### src/sv/tlcf_pkg.sv
`timescale 1ns / 1ps
// ----------------------------------------------------------------------------
// tlcf_pkg
// shared types, constants and functions of the telemetry line crc16 framer
// ----------------------------------------------------------------------------
package tlcf_pkg;

    localparam logic [15:0] CRC_SEED    = 16'hFFFF;
    localparam logic [15:0] CRC_POLY    = 16'h1021;
    localparam logic [3:0]  PREFIX_RST  = 4'd2;
    localparam logic [7:0]  CHAR_STAR   = 8'h2A;
    localparam logic [7:0]  CHAR_NL     = 8'h0A;
    localparam int          QUEUE_DEPTH = 4;

    // one accepted byte as handed from front to back
    typedef struct packed {
        logic [7:0]  data;
        logic        eol;
        logic [15:0] crc;
    } t_entry;

    // output sequencer phase
    typedef enum logic [2:0] {
        PH_DATA,
        PH_STAR,
        PH_HEX3,
        PH_HEX2,
        PH_HEX1,
        PH_HEX0,
        PH_NEWLINE
    } t_phase;

    // crc-16 ccitt-false, one byte, msb first
    function automatic logic [15:0] crc_byte(input logic [15:0] crc, input logic [7:0] b);
        logic [15:0] c;
        c = crc ^ {b, 8'h00};
        for (int i = 0; i < 8; i++) begin
            if (c[15]) begin
                c = {c[14:0], 1'b0} ^ CRC_POLY;
            end else begin
                c = {c[14:0], 1'b0};
            end
        end
        return c;
    endfunction

    // upper-case hex digit
    function automatic logic [7:0] hex_char(input logic [3:0] n);
        logic [7:0] ch;
        if (n < 4'd10) begin
            ch = 8'h30 + {4'h0, n};
        end else begin
            ch = 8'h37 + {4'h0, n};
        end
        return ch;
    endfunction

endpackage

### src/sv/tlcf_front.sv
`timescale 1ns / 1ps
// ----------------------------------------------------------------------------
// tlcf_front
// holds the prefix register, counts the prefix and runs the crc per byte
// ----------------------------------------------------------------------------
module tlcf_front (
    input  logic              i_clk,
    input  logic              i_rst_n,
    input  logic              i_cfg_valid,
    input  logic [3:0]        i_cfg_data,
    input  logic              i_accept,
    input  logic [7:0]        i_data_byte,
    input  logic              i_end_of_line,
    output tlcf_pkg::t_entry  o_entry
);

    logic [3:0]  r_prefix_skip;
    logic [3:0]  r_bytes_seen;
    logic [15:0] r_crc;
    logic [3:0]  n_bytes_seen;
    logic [15:0] n_crc;
    logic        in_prefix;

    assign in_prefix = (r_bytes_seen < r_prefix_skip);

    always_comb begin
        n_bytes_seen = r_bytes_seen;
        n_crc        = r_crc;
        if (in_prefix) begin
            n_bytes_seen = r_bytes_seen + 4'd1;
        end else begin
            n_crc = tlcf_pkg::crc_byte(r_crc, i_data_byte);
        end
    end

    // crc after this byte travels with it for the trailer
    assign o_entry.data = i_data_byte;
    assign o_entry.eol  = i_end_of_line;
    assign o_entry.crc  = n_crc;

    always_ff @(posedge i_clk) begin
        if (!i_rst_n) begin
            r_prefix_skip <= tlcf_pkg::PREFIX_RST;
            r_bytes_seen  <= '0;
            r_crc         <= tlcf_pkg::CRC_SEED;
        end else begin
            if (i_cfg_valid) begin
                r_prefix_skip <= i_cfg_data;
            end
            if (i_accept) begin
                if (i_end_of_line) begin
                    r_bytes_seen <= '0;
                    r_crc        <= tlcf_pkg::CRC_SEED;
                end else begin
                    r_bytes_seen <= n_bytes_seen;
                    r_crc        <= n_crc;
                end
            end
        end
    end

endmodule

### src/sv/tlcf_queue.sv
`timescale 1ns / 1ps
// ----------------------------------------------------------------------------
// tlcf_queue
// small fifo between front and back (depth a power of two, at least 2)
// ----------------------------------------------------------------------------
module tlcf_queue #(
    parameter int DEPTH = tlcf_pkg::QUEUE_DEPTH
) (
    input  logic              i_clk,
    input  logic              i_rst_n,
    input  logic              i_wr,
    input  tlcf_pkg::t_entry  i_entry,
    input  logic              i_rd,
    output tlcf_pkg::t_entry  o_entry,
    output logic              o_full,
    output logic              o_empty
);

    localparam int PW = $clog2(DEPTH);
    localparam int CW = $clog2(DEPTH + 1);

    tlcf_pkg::t_entry r_mem [DEPTH];
    logic [PW-1:0]    r_wr_ptr;
    logic [PW-1:0]    r_rd_ptr;
    logic [CW-1:0]    r_count;

    assign o_full  = (r_count == CW'(DEPTH));
    assign o_empty = (r_count == '0);
    assign o_entry = r_mem[r_rd_ptr];

    always_ff @(posedge i_clk) begin
        if (i_wr) begin
            r_mem[r_wr_ptr] <= i_entry;
        end
    end

    always_ff @(posedge i_clk) begin
        if (!i_rst_n) begin
            r_wr_ptr <= '0;
            r_rd_ptr <= '0;
            r_count  <= '0;
        end else begin
            if (i_wr) begin
                r_wr_ptr <= r_wr_ptr + PW'(1);
            end
            if (i_rd) begin
                r_rd_ptr <= r_rd_ptr + PW'(1);
            end
            if (i_wr && !i_rd) begin
                r_count <= r_count + CW'(1);
            end else if (!i_wr && i_rd) begin
                r_count <= r_count - CW'(1);
            end
        end
    end

endmodule

### src/sv/tlcf_back.sv
`timescale 1ns / 1ps
// ----------------------------------------------------------------------------
// tlcf_back
// emits each queued byte and, after a line's last byte, the crc trailer
// ----------------------------------------------------------------------------
module tlcf_back (
    input  logic              i_clk,
    input  logic              i_rst_n,
    input  tlcf_pkg::t_entry  i_entry,
    input  logic              i_q_empty,
    output logic              o_deq,
    input  logic              i_pop,
    output logic              o_empty,
    output logic [7:0]        o_out_byte,
    output logic              o_last_out
);

    tlcf_pkg::t_phase r_phase;
    tlcf_pkg::t_phase n_phase;
    logic             r_valid;
    logic [7:0]       r_byte;
    logic             r_last;
    logic [7:0]       n_byte;
    logic             n_last;
    logic             slot_free;
    logic             advance;

    assign slot_free = !r_valid || i_pop;
    assign advance   = slot_free && !i_q_empty;

    // next phase
    always_comb begin
        n_phase = r_phase;
        if (advance) begin
            unique case (r_phase)
                tlcf_pkg::PH_DATA:    n_phase = i_entry.eol ? tlcf_pkg::PH_STAR
                                                            : tlcf_pkg::PH_DATA;
                tlcf_pkg::PH_STAR:    n_phase = tlcf_pkg::PH_HEX3;
                tlcf_pkg::PH_HEX3:    n_phase = tlcf_pkg::PH_HEX2;
                tlcf_pkg::PH_HEX2:    n_phase = tlcf_pkg::PH_HEX1;
                tlcf_pkg::PH_HEX1:    n_phase = tlcf_pkg::PH_HEX0;
                tlcf_pkg::PH_HEX0:    n_phase = tlcf_pkg::PH_NEWLINE;
                tlcf_pkg::PH_NEWLINE: n_phase = tlcf_pkg::PH_DATA;
                default:              n_phase = tlcf_pkg::PH_DATA;
            endcase
        end
    end

    // character for the current phase
    always_comb begin
        n_last = 1'b0;
        o_deq  = 1'b0;
        unique case (r_phase)
            tlcf_pkg::PH_DATA: begin
                n_byte = i_entry.data;
                o_deq  = advance && !i_entry.eol;
            end
            tlcf_pkg::PH_STAR:    n_byte = tlcf_pkg::CHAR_STAR;
            tlcf_pkg::PH_HEX3:    n_byte = tlcf_pkg::hex_char(i_entry.crc[15:12]);
            tlcf_pkg::PH_HEX2:    n_byte = tlcf_pkg::hex_char(i_entry.crc[11:8]);
            tlcf_pkg::PH_HEX1:    n_byte = tlcf_pkg::hex_char(i_entry.crc[7:4]);
            tlcf_pkg::PH_HEX0:    n_byte = tlcf_pkg::hex_char(i_entry.crc[3:0]);
            tlcf_pkg::PH_NEWLINE: begin
                n_byte = tlcf_pkg::CHAR_NL;
                n_last = 1'b1;
                o_deq  = advance;
            end
            default:              n_byte = i_entry.data;
        endcase
    end

    always_ff @(posedge i_clk) begin
        if (!i_rst_n) begin
            r_phase <= tlcf_pkg::PH_DATA;
            r_valid <= 1'b0;
        end else begin
            r_phase <= n_phase;
            if (advance) begin
                r_valid <= 1'b1;
            end else if (i_pop) begin
                r_valid <= 1'b0;
            end
        end
    end

    always_ff @(posedge i_clk) begin
        if (advance) begin
            r_byte <= n_byte;
            r_last <= n_last;
        end
    end

    assign o_empty    = !r_valid;
    assign o_out_byte = r_byte;
    assign o_last_out = r_last;

endmodule

### src/sv/telemetry_line_crc16_framer.sv
`timescale 1ns / 1ps
// ----------------------------------------------------------------------------
// telemetry_line_crc16_framer
// passes line bytes through and closes each line with a crc-16 trailer
// ----------------------------------------------------------------------------
// Bytes of a telemetry line are pushed one item per clock while full is low and
// come out unchanged, one item per clock while popped, through a queue-like
// result port. The first prefix_skip bytes of each line (2 after reset) are
// left out of a CRC-16 (poly 0x1021, seed 0xFFFF, msb first, no final xor);
// every later byte is folded in. After the byte flagged end_of_line the block
// appends '*', four upper-case hex digits of the crc and a newline, with
// last_out high on the newline. A line's last byte stays at the queue head
// until the trailer sequencer has emitted the newline. The crc is computed in
// the front at accept time, so a queue of QUEUE_DEPTH items lets input
// continue while a trailer drains; push is held off only when it fills.
// A prefix_skip write takes effect at once and does not restart the line.
// ----------------------------------------------------------------------------
module telemetry_line_crc16_framer #(
    parameter int QUEUE_DEPTH = tlcf_pkg::QUEUE_DEPTH
) (
    input  logic       i_clk,
    input  logic       i_rst_n,
    // configuration write channel
    input  logic       i_cfg_valid,
    output logic       o_cfg_ready,
    input  logic [3:0] i_cfg_data,
    // input item side
    input  logic       push,
    output logic       full,
    input  logic [7:0] i_data_byte,
    input  logic       i_end_of_line,
    // result item side
    output logic       empty,
    input  logic       pop,
    output logic [7:0] o_out_byte,
    output logic       o_last_out
);

    tlcf_pkg::t_entry wr_entry;
    tlcf_pkg::t_entry rd_entry;
    logic             accept;
    logic             q_empty;
    logic             deq;

    // the register is always writable
    assign o_cfg_ready = 1'b1;
    assign accept      = push && !full;

    // front: prefix count and crc update
    tlcf_front u_front (
        .i_clk         (i_clk),
        .i_rst_n       (i_rst_n),
        .i_cfg_valid   (i_cfg_valid),
        .i_cfg_data    (i_cfg_data),
        .i_accept      (accept),
        .i_data_byte   (i_data_byte),
        .i_end_of_line (i_end_of_line),
        .o_entry       (wr_entry)
    );

    // decoupling queue
    tlcf_queue #(
        .DEPTH (QUEUE_DEPTH)
    ) u_queue (
        .i_clk   (i_clk),
        .i_rst_n (i_rst_n),
        .i_wr    (accept),
        .i_entry (wr_entry),
        .i_rd    (deq),
        .o_entry (rd_entry),
        .o_full  (full),
        .o_empty (q_empty)
    );

    // back: byte and trailer sequencer with output register
    tlcf_back u_back (
        .i_clk      (i_clk),
        .i_rst_n    (i_rst_n),
        .i_entry    (rd_entry),
        .i_q_empty  (q_empty),
        .o_deq      (deq),
        .i_pop      (pop),
        .o_empty    (empty),
        .o_out_byte (o_out_byte),
        .o_last_out (o_last_out)
    );

endmodule

### config.mk
export PLATFORM = sky130hd
export DESIGN_NAME = telemetry_line_crc16_framer
export DESIGN_NICKNAME = d
export VERILOG_FILES = /design/src/sv/tlcf_pkg.sv /design/src/sv/tlcf_front.sv /design/src/sv/tlcf_queue.sv /design/src/sv/tlcf_back.sv /design/src/sv/telemetry_line_crc16_framer.sv
export SDC_FILE = /design/constraint.sdc
export NUM_CORES = 1
export LEC_CHECK = 0
export BUFFER_PORTS_ARGS = -buffer_cell sky130_fd_sc_hd__buf_4
export CORE_ASPECT_RATIO = 1.75
export CORE_MARGIN = 3
export CORE_UTILIZATION = 61
export DETAILED_ROUTE_END_ITERATION = 10
export GPL_ROUTABILITY_DRIVEN = 1
export GPL_TIMING_DRIVEN = 0
export PLACE_DENSITY = 0.85
export SLEW_MARGIN = 25
export SYNTH_ARGS = -nofsm -noshare
export SYNTH_HDL_FRONTEND = slang
export SYNTH_SLANG_ARGS = --single-unit
### constraint.sdc
create_clock -name i_clk -period 3.4 [get_ports i_clk]
set_input_delay 0.85 -clock i_clk [delete_from_list [all_inputs] [get_ports i_clk]]
set_output_delay 0.85 -clock i_clk [all_outputs]
set_load 0.05 [all_outputs]
# Yosys cells after proc, flatten, opt, wreduce, memory -nomap -nowiden
# Memories as Yosys holds them, arrays and structs flattened. A register that Yosys moved wholly into a read port is not among the register bits.
# Index checks and enable logic that the tools add are counted.
dict set report totals {
  register_bits 44
  ram_bits 100
  input_bits 18
  output_inout_bits 12
  n_memories 1
}
# name words width rd rd_ports_with_merged_regs write_ports line_no
set memory_table {}
lappend memory_table {u_queue.r_mem 4 25 1 1 1 tlcf_queue.sv:22} ;# tlcf_pkg::t_entry r_mem [DEPTH];
dict set report classes {
  add_sub_neg 13
  n_lt_le_gt_ge 5
  eq_ne 7
  n_mux 36
  n_bitwise 9
  reduce_logical 18
}
# cell n
set op_table {}
lappend op_table {{$mux 16} 9}
lappend op_table {{$mux 13} 8}
lappend op_table {{$add 6x4->7 const A} 8}
lappend op_table {{$pmux 8 s6} 1}
lappend op_table {{$mux 8} 4}
lappend op_table {{$not 3->3} 8}
lappend op_table {{$pmux 3 s6} 1}
lappend op_table {{$lt 4x4->1 const B} 4}
lappend op_table {{$xor 16x16->16} 1}
lappend op_table {{$eq 3x3->1 const B} 4}
lappend op_table {{$mux 4} 2}
lappend op_table {{$eq 3x2->1 const B} 2}
lappend op_table {{$logic_not 1->1} 6}
lappend op_table {{$logic_not 3->1} 2}
lappend op_table {{$mux 1} 6}
lappend op_table {{$mux 3} 2}
lappend op_table {{$reduce_bool 2->1} 3}
lappend op_table {{$logic_and 1x1->1} 5}
lappend op_table {{$add 2x1->2 const B} 2}
lappend op_table {{$add 4x1->4 const B} 1}
lappend op_table {{$lt 4x4->1} 1}
lappend op_table {{$mux 2} 2}
lappend op_table {{$add 3x1->3 const B} 1}
lappend op_table {{$eq 3x1->1 const B} 1}
lappend op_table {{other kinds (4)} 4}

# Depth between registers and ports, before layout
dict set report logic_depth {
  depth_word 26
  mapped_depth 11
  mapped_depth_nobuf 9
}

# Cells and area by module
# From an unflattened synthesis, not the netlist that was laid out.
dict set report unflattened {
  cells_unflattened 501
  area_unflattened_um2 6791.5
}
# module n_inst cells_each area_each_um2 seq_area_each_um2
set by_module_without_submodules {}
lappend by_module_without_submodules {tlcf_queue 1 174 4096.4 3183.1}
lappend by_module_without_submodules {tlcf_front 1 181 1477.7 480.5}
lappend by_module_without_submodules {tlcf_back 1 143 1192.4 350.3}
lappend by_module_without_submodules {telemetry_line_crc16_framer 1 3 25.0 0.0}

# Worst setup path after synthesis
# Ideal clock, no wire load.
dict set report synth_timing {
  kind {register to register}
  from {register u_queue.r_count[0]}
  to {register u_queue.r_count[2]}
  setup_ns 0.072
  arrival_time_ns 3.219
  required_ns 3.328
  path_slack_ns 0.109
  stages_incl_launch_ff 11
  path_buffers 1
  cell_sequence {dfxtp_1 nor3b_1 nand2b_1 clkinv_1 clkbuf_1 ha_1 inv_1 fa_1 xor2_1 or3_1 a21oi_1}
}
dict set report synth_via {
  word_cells_on_any_way 17
  classes_between {add/sub: 2; eq/ne: 1; mux: 3; reduce/logical: 11}
}
# element line_no
set synth_lines {}
lappend synth_lines {{from (decl)} tlcf_queue.sv:25} ;# logic [CW-1:0] r_count;
lappend synth_lines {{from (signal assigned)} tlcf_queue.sv:50} ;# r_count <= r_count + CW'(1);
lappend synth_lines {{from (signal assigned)} tlcf_queue.sv:52} ;# r_count <= r_count - CW'(1);
lappend synth_lines {{$eq 3x3->1 (*)} tlcf_queue.sv:27} ;# assign o_full = (r_count == CW'(DEPTH));
lappend synth_lines {{net full} telemetry_line_crc16_framer.sv:29} ;# output logic full,
lappend synth_lines {{$logic_not 1->1 (*)} telemetry_line_crc16_framer.sv:47} ;# assign accept = push && !full;
lappend synth_lines {{$logic_and 1x1->1 (*)} telemetry_line_crc16_framer.sv:47}
lappend synth_lines {{net accept} telemetry_line_crc16_framer.sv:41} ;# logic accept;
lappend synth_lines {{$logic_not 1->1} tlcf_queue.sv:51} ;# end else if (!i_wr && i_rd) begin
lappend synth_lines {{$logic_and 1x1->1} tlcf_queue.sv:51}
lappend synth_lines {{$reduce_bool 2->1 (no line)} n/a}
# Mark *: on every way through the listed nets, which the timed path passes. The rest lies on a longest branch. The select of a mux whose other input is x is not followed.
# A chain may end at the register's enable or synchronous reset.

# Final worst setup path
dict set report layout_timing {
  from {register u_queue.r_count[0]}
  to {register u_queue.r_count[2]}
}
dict set report layout_via {
  word_cells_on_any_way 17
  classes_between {add/sub: 2; eq/ne: 1; mux: 3; reduce/logical: 11}
}
# element line_no
set layout_lines {}
lappend layout_lines {{$eq 3x3->1 (*)} tlcf_queue.sv:27}
lappend layout_lines {{$logic_not 1->1 (*)} telemetry_line_crc16_framer.sv:47}
lappend layout_lines {{$logic_and 1x1->1 (*)} telemetry_line_crc16_framer.sv:47}
lappend layout_lines {{net accept} telemetry_line_crc16_framer.sv:41}
lappend layout_lines {{$logic_not 1->1} tlcf_queue.sv:51}
lappend layout_lines {{$logic_and 1x1->1} tlcf_queue.sv:51}
lappend layout_lines {{$reduce_bool 2->1 (no line)} n/a}
# Marks and branches as above.

==> impl_metrics.env <==
export IMPL_die_h_um=143
export IMPL_synth_most_common_cell="edfxtp_1"
export IMPL_core_sq_um=10400
export IMPL_grt_busiest_layer="met2"
export IMPL_grt_use_met3=0.0595
export IMPL_cts_root_buffer="clkbuf_16"
export IMPL_syn_cell_area_sq_um=6540
export IMPL_io_pins=30
export IMPL_cts_tree="done"
export IMPL_clkLatencyLatePin_ns=0.42
export IMPL_reg2reg_depth=10
export IMPL_rows=49
export IMPL_cp_end_kind="flop"
export IMPL_p_leak_nw=2.63
export IMPL_port_buffers=27
export IMPL_fillCellCount=644
export IMPL_yosys_warnings=0
export IMPL_gr_total_overflow=0
export IMPL_synth_largest_area_cell="edfxtp_1"
export IMPL_syn_to_final_growth_pct=14.6
export IMPL_slew_violations=0
export IMPL_setup_worst_path_end="u_queue.r_count[2]"
export IMPL_critical_path_max_fanout=10
export IMPL_regArea_sq_um=4010
export IMPL_dpl_cell_count=649
export IMPL_hold_class="reg -> reg"
export IMPL_multi_input_area_sq_um=2320
export IMPL_syn_nets=527
export IMPL_ys_ff_latch=146
export IMPL_htree_levels=4
export IMPL_drive_above_1_share=0.190
export IMPL_track_usage=0.259
export IMPL_synth_top_cell_area_share=0.500
export IMPL_reg2reg_from="u_queue.r_count[0]"
export IMPL_die_area_sq_um=12100
export IMPL_synthTopCellsByCount="edfxtp_1 (109), nor2_1 (47), dfxtp_1 (37)"
export IMPL_layoutNonFillerInstCount=681
export IMPL_syn_area_per_cell_sq_um=13.2
export IMPL_period_needed_ns=2.83
export IMPL_hold_viol_final=0
export IMPL_antenna_found_initial=0
export IMPL_crit_path_start_kind="flop"
export IMPL_rsz0062_at_grt="false"
export IMPL_synth_top_cells_by_area="edfxtp_1 (50%), dfxtp_1 (11%), mux4_2 (7.2%)"
export IMPL_die_width_um=84.3
export IMPL_setup_violations=0
export IMPL_skew_ns=0.00828
export IMPL_grt_pass1_wl_mm=23.3
export IMPL_maxCapViolCount=0
export IMPL_fin_crit_sh=0.832
export IMPL_r2r_end="u_queue.r_count[2]"
export IMPL_status="completed"
export IMPL_crit_start="u_queue.r_count[0]"
export IMPL_grt_max_degree=26
export IMPL_synth_edf_count=109
export IMPL_fmax_mhz=354
export IMPL_drt_pass1_iterations=5
export IMPL_hold_slack_ns=0.483
export IMPL_viasPerCell=6.28
export IMPL_max_slew_margin=0.525
export IMPL_crit_type="reg -> reg"
export IMPL_wire_per_inst_um=21.7
export IMPL_holdPathStages=2
export IMPL_vdd_drop_max_uv=598
export IMPL_nets=573
export IMPL_drc=0
export IMPL_hold_buffers=0
export IMPL_postRouteWirelength_mm=14.8
export IMPL_antennaDiodeCount=0
export IMPL_cts_sinks=146
export IMPL_vias=4280
export IMPL_met2_usage=0.472
export IMPL_synthDistinctLibCells=57
export IMPL_use_met1=0.280
export IMPL_ys_seq_area_frac=0.613
export IMPL_synthCells=495
export IMPL_synthArstFlopShare=0
export IMPL_post_cts_resized=0
export IMPL_yosys_most_used_dff="edfxtp_1"
export IMPL_initial_utilization=0.632
export IMPL_worstMarginPinSlew_ns=0.712
export IMPL_cts_setup_buffers=0
export IMPL_timing_setup_tns_ns=0
export IMPL_routabilityCongestion=0.938
export IMPL_cts_buffer_depth=2
export IMPL_cp_arrival_ns=3.17
export IMPL_cts_buffers=17
export IMPL_power_density_nw_per_um2=778
export IMPL_critical_path_required_ns=3.74
export IMPL_drt_iter0_markers=290
export IMPL_grt_pass1_vias=4495
export IMPL_ant_nets=0
export IMPL_hpwl_mm=9.92
export IMPL_clk_pin_slew_ns=0.06
export IMPL_r2r_slack_ns=0.57
## sequential cells by signal (all words and copies together) (netlist names), named ones only
register,flops
u_queue.r_rd_ptr,2
u_back.r_phase,3
u_queue.r_count,3
u_back.r_valid,1
u_back.o_out_byte,8
u_front.r_prefix_skip,4
u_front.r_crc,16
u_queue.r_mem,100
u_queue.r_wr_ptr,2
u_back.o_last_out,1
u_front.r_bytes_seen,4
## layer usage
layer,vias up,share of wire,routed length [um]
met3,52,0.053,779
met5,-,0,0
met1,2087,0.35,5250
met2,212,0.55,8180
li1,1929,-,-
met4,0,0.040,596
## stage by stage
stage	power (mW)	area (sq um)	worst slack, ns	util
finish	5.83	7500	0.572	0.723
global route	6.07	7500	0.438	0.723
CTS	5.85	7500	0.606	0.723
detailed placement	3.99	6910	0.307	0.667
global placement	3.92	6910	0.276	0.666
floorplan	3.53	6540	0.109	-
## where the power goes
part           leakage [nW]  total (mW)  switching, mW  internal [mW]
logic                  1.08        1.66           1.07          0.582
clock network         0.284        1.84          0.799           1.04
registers              1.26        2.33         0.0977           2.23
## critical path: stages, from the launching register on
cell and delay (ns):
dfxtp_1 0.42, nor3b_1 0.09, nand2b_1 0.24, clkinv_1 0.20, clkbuf_1 0.43, ha_1 0.28, inv_1 0.07, fa_1 0.37
xor2_1 0.17, or3_1 0.33, a21oi_1 0.15
## layout by cell type, fill, tap and decap left out, types with 17 or more instances in the layout
master and instances:
a21oi_1 21, buf_4 29, clkbuf_16 17, dfxtp_1 37
edfxtp_1 109, inv_1 19, mux4_2 21, nand2_1 24
nor2_1 47, o21ai_0 33, xnor2_1 25
## cell type report
cell class,count,area share
buffer,23,0.0172
tap,127,0.0212
timing repair buffer,27,0.0270
sequential,146,0.535
inverter,23,0.0115
clock buffer,17,0.0568
clock inverter,15,0.0214
multi-input combinational,303,0.309
## worst min-delay path by stage
stage                             startpoint                       end  slack [ns]
floorplan                     u_back.r_valid            u_back.r_valid        0.45
global placement              u_back.r_valid            u_back.r_valid        0.46
detailed placement  u_front.r_prefix_skip[1]  u_front.r_prefix_skip[1]        0.48
CTS                 u_front.r_prefix_skip[1]  u_front.r_prefix_skip[1]        0.49
global route                  u_back.r_valid            u_back.r_valid        0.52
finish              u_front.r_prefix_skip[1]  u_front.r_prefix_skip[1]        0.48
## logic make-up (layout without fill, tap and decap cells)
kind of cell | Yosys count | after routing | synth area share
buffers and inverters | 46 | 105 | 0.0329
xor gates and xnor gates | 34 | 34 | 0.0455
muxes | 29 | 29 | 0.0945
and+or+nand+nor | 129 | 129 | 0.0954
other | 1 | 1 | 0.000573
AOI/OAI and AO/OA | 96 | 96 | 0.0899
DFF | 146 | 146 | 0.613
adders and majority gates | 14 | 14 | 0.0279
Power figures use the tool's default switching activity.
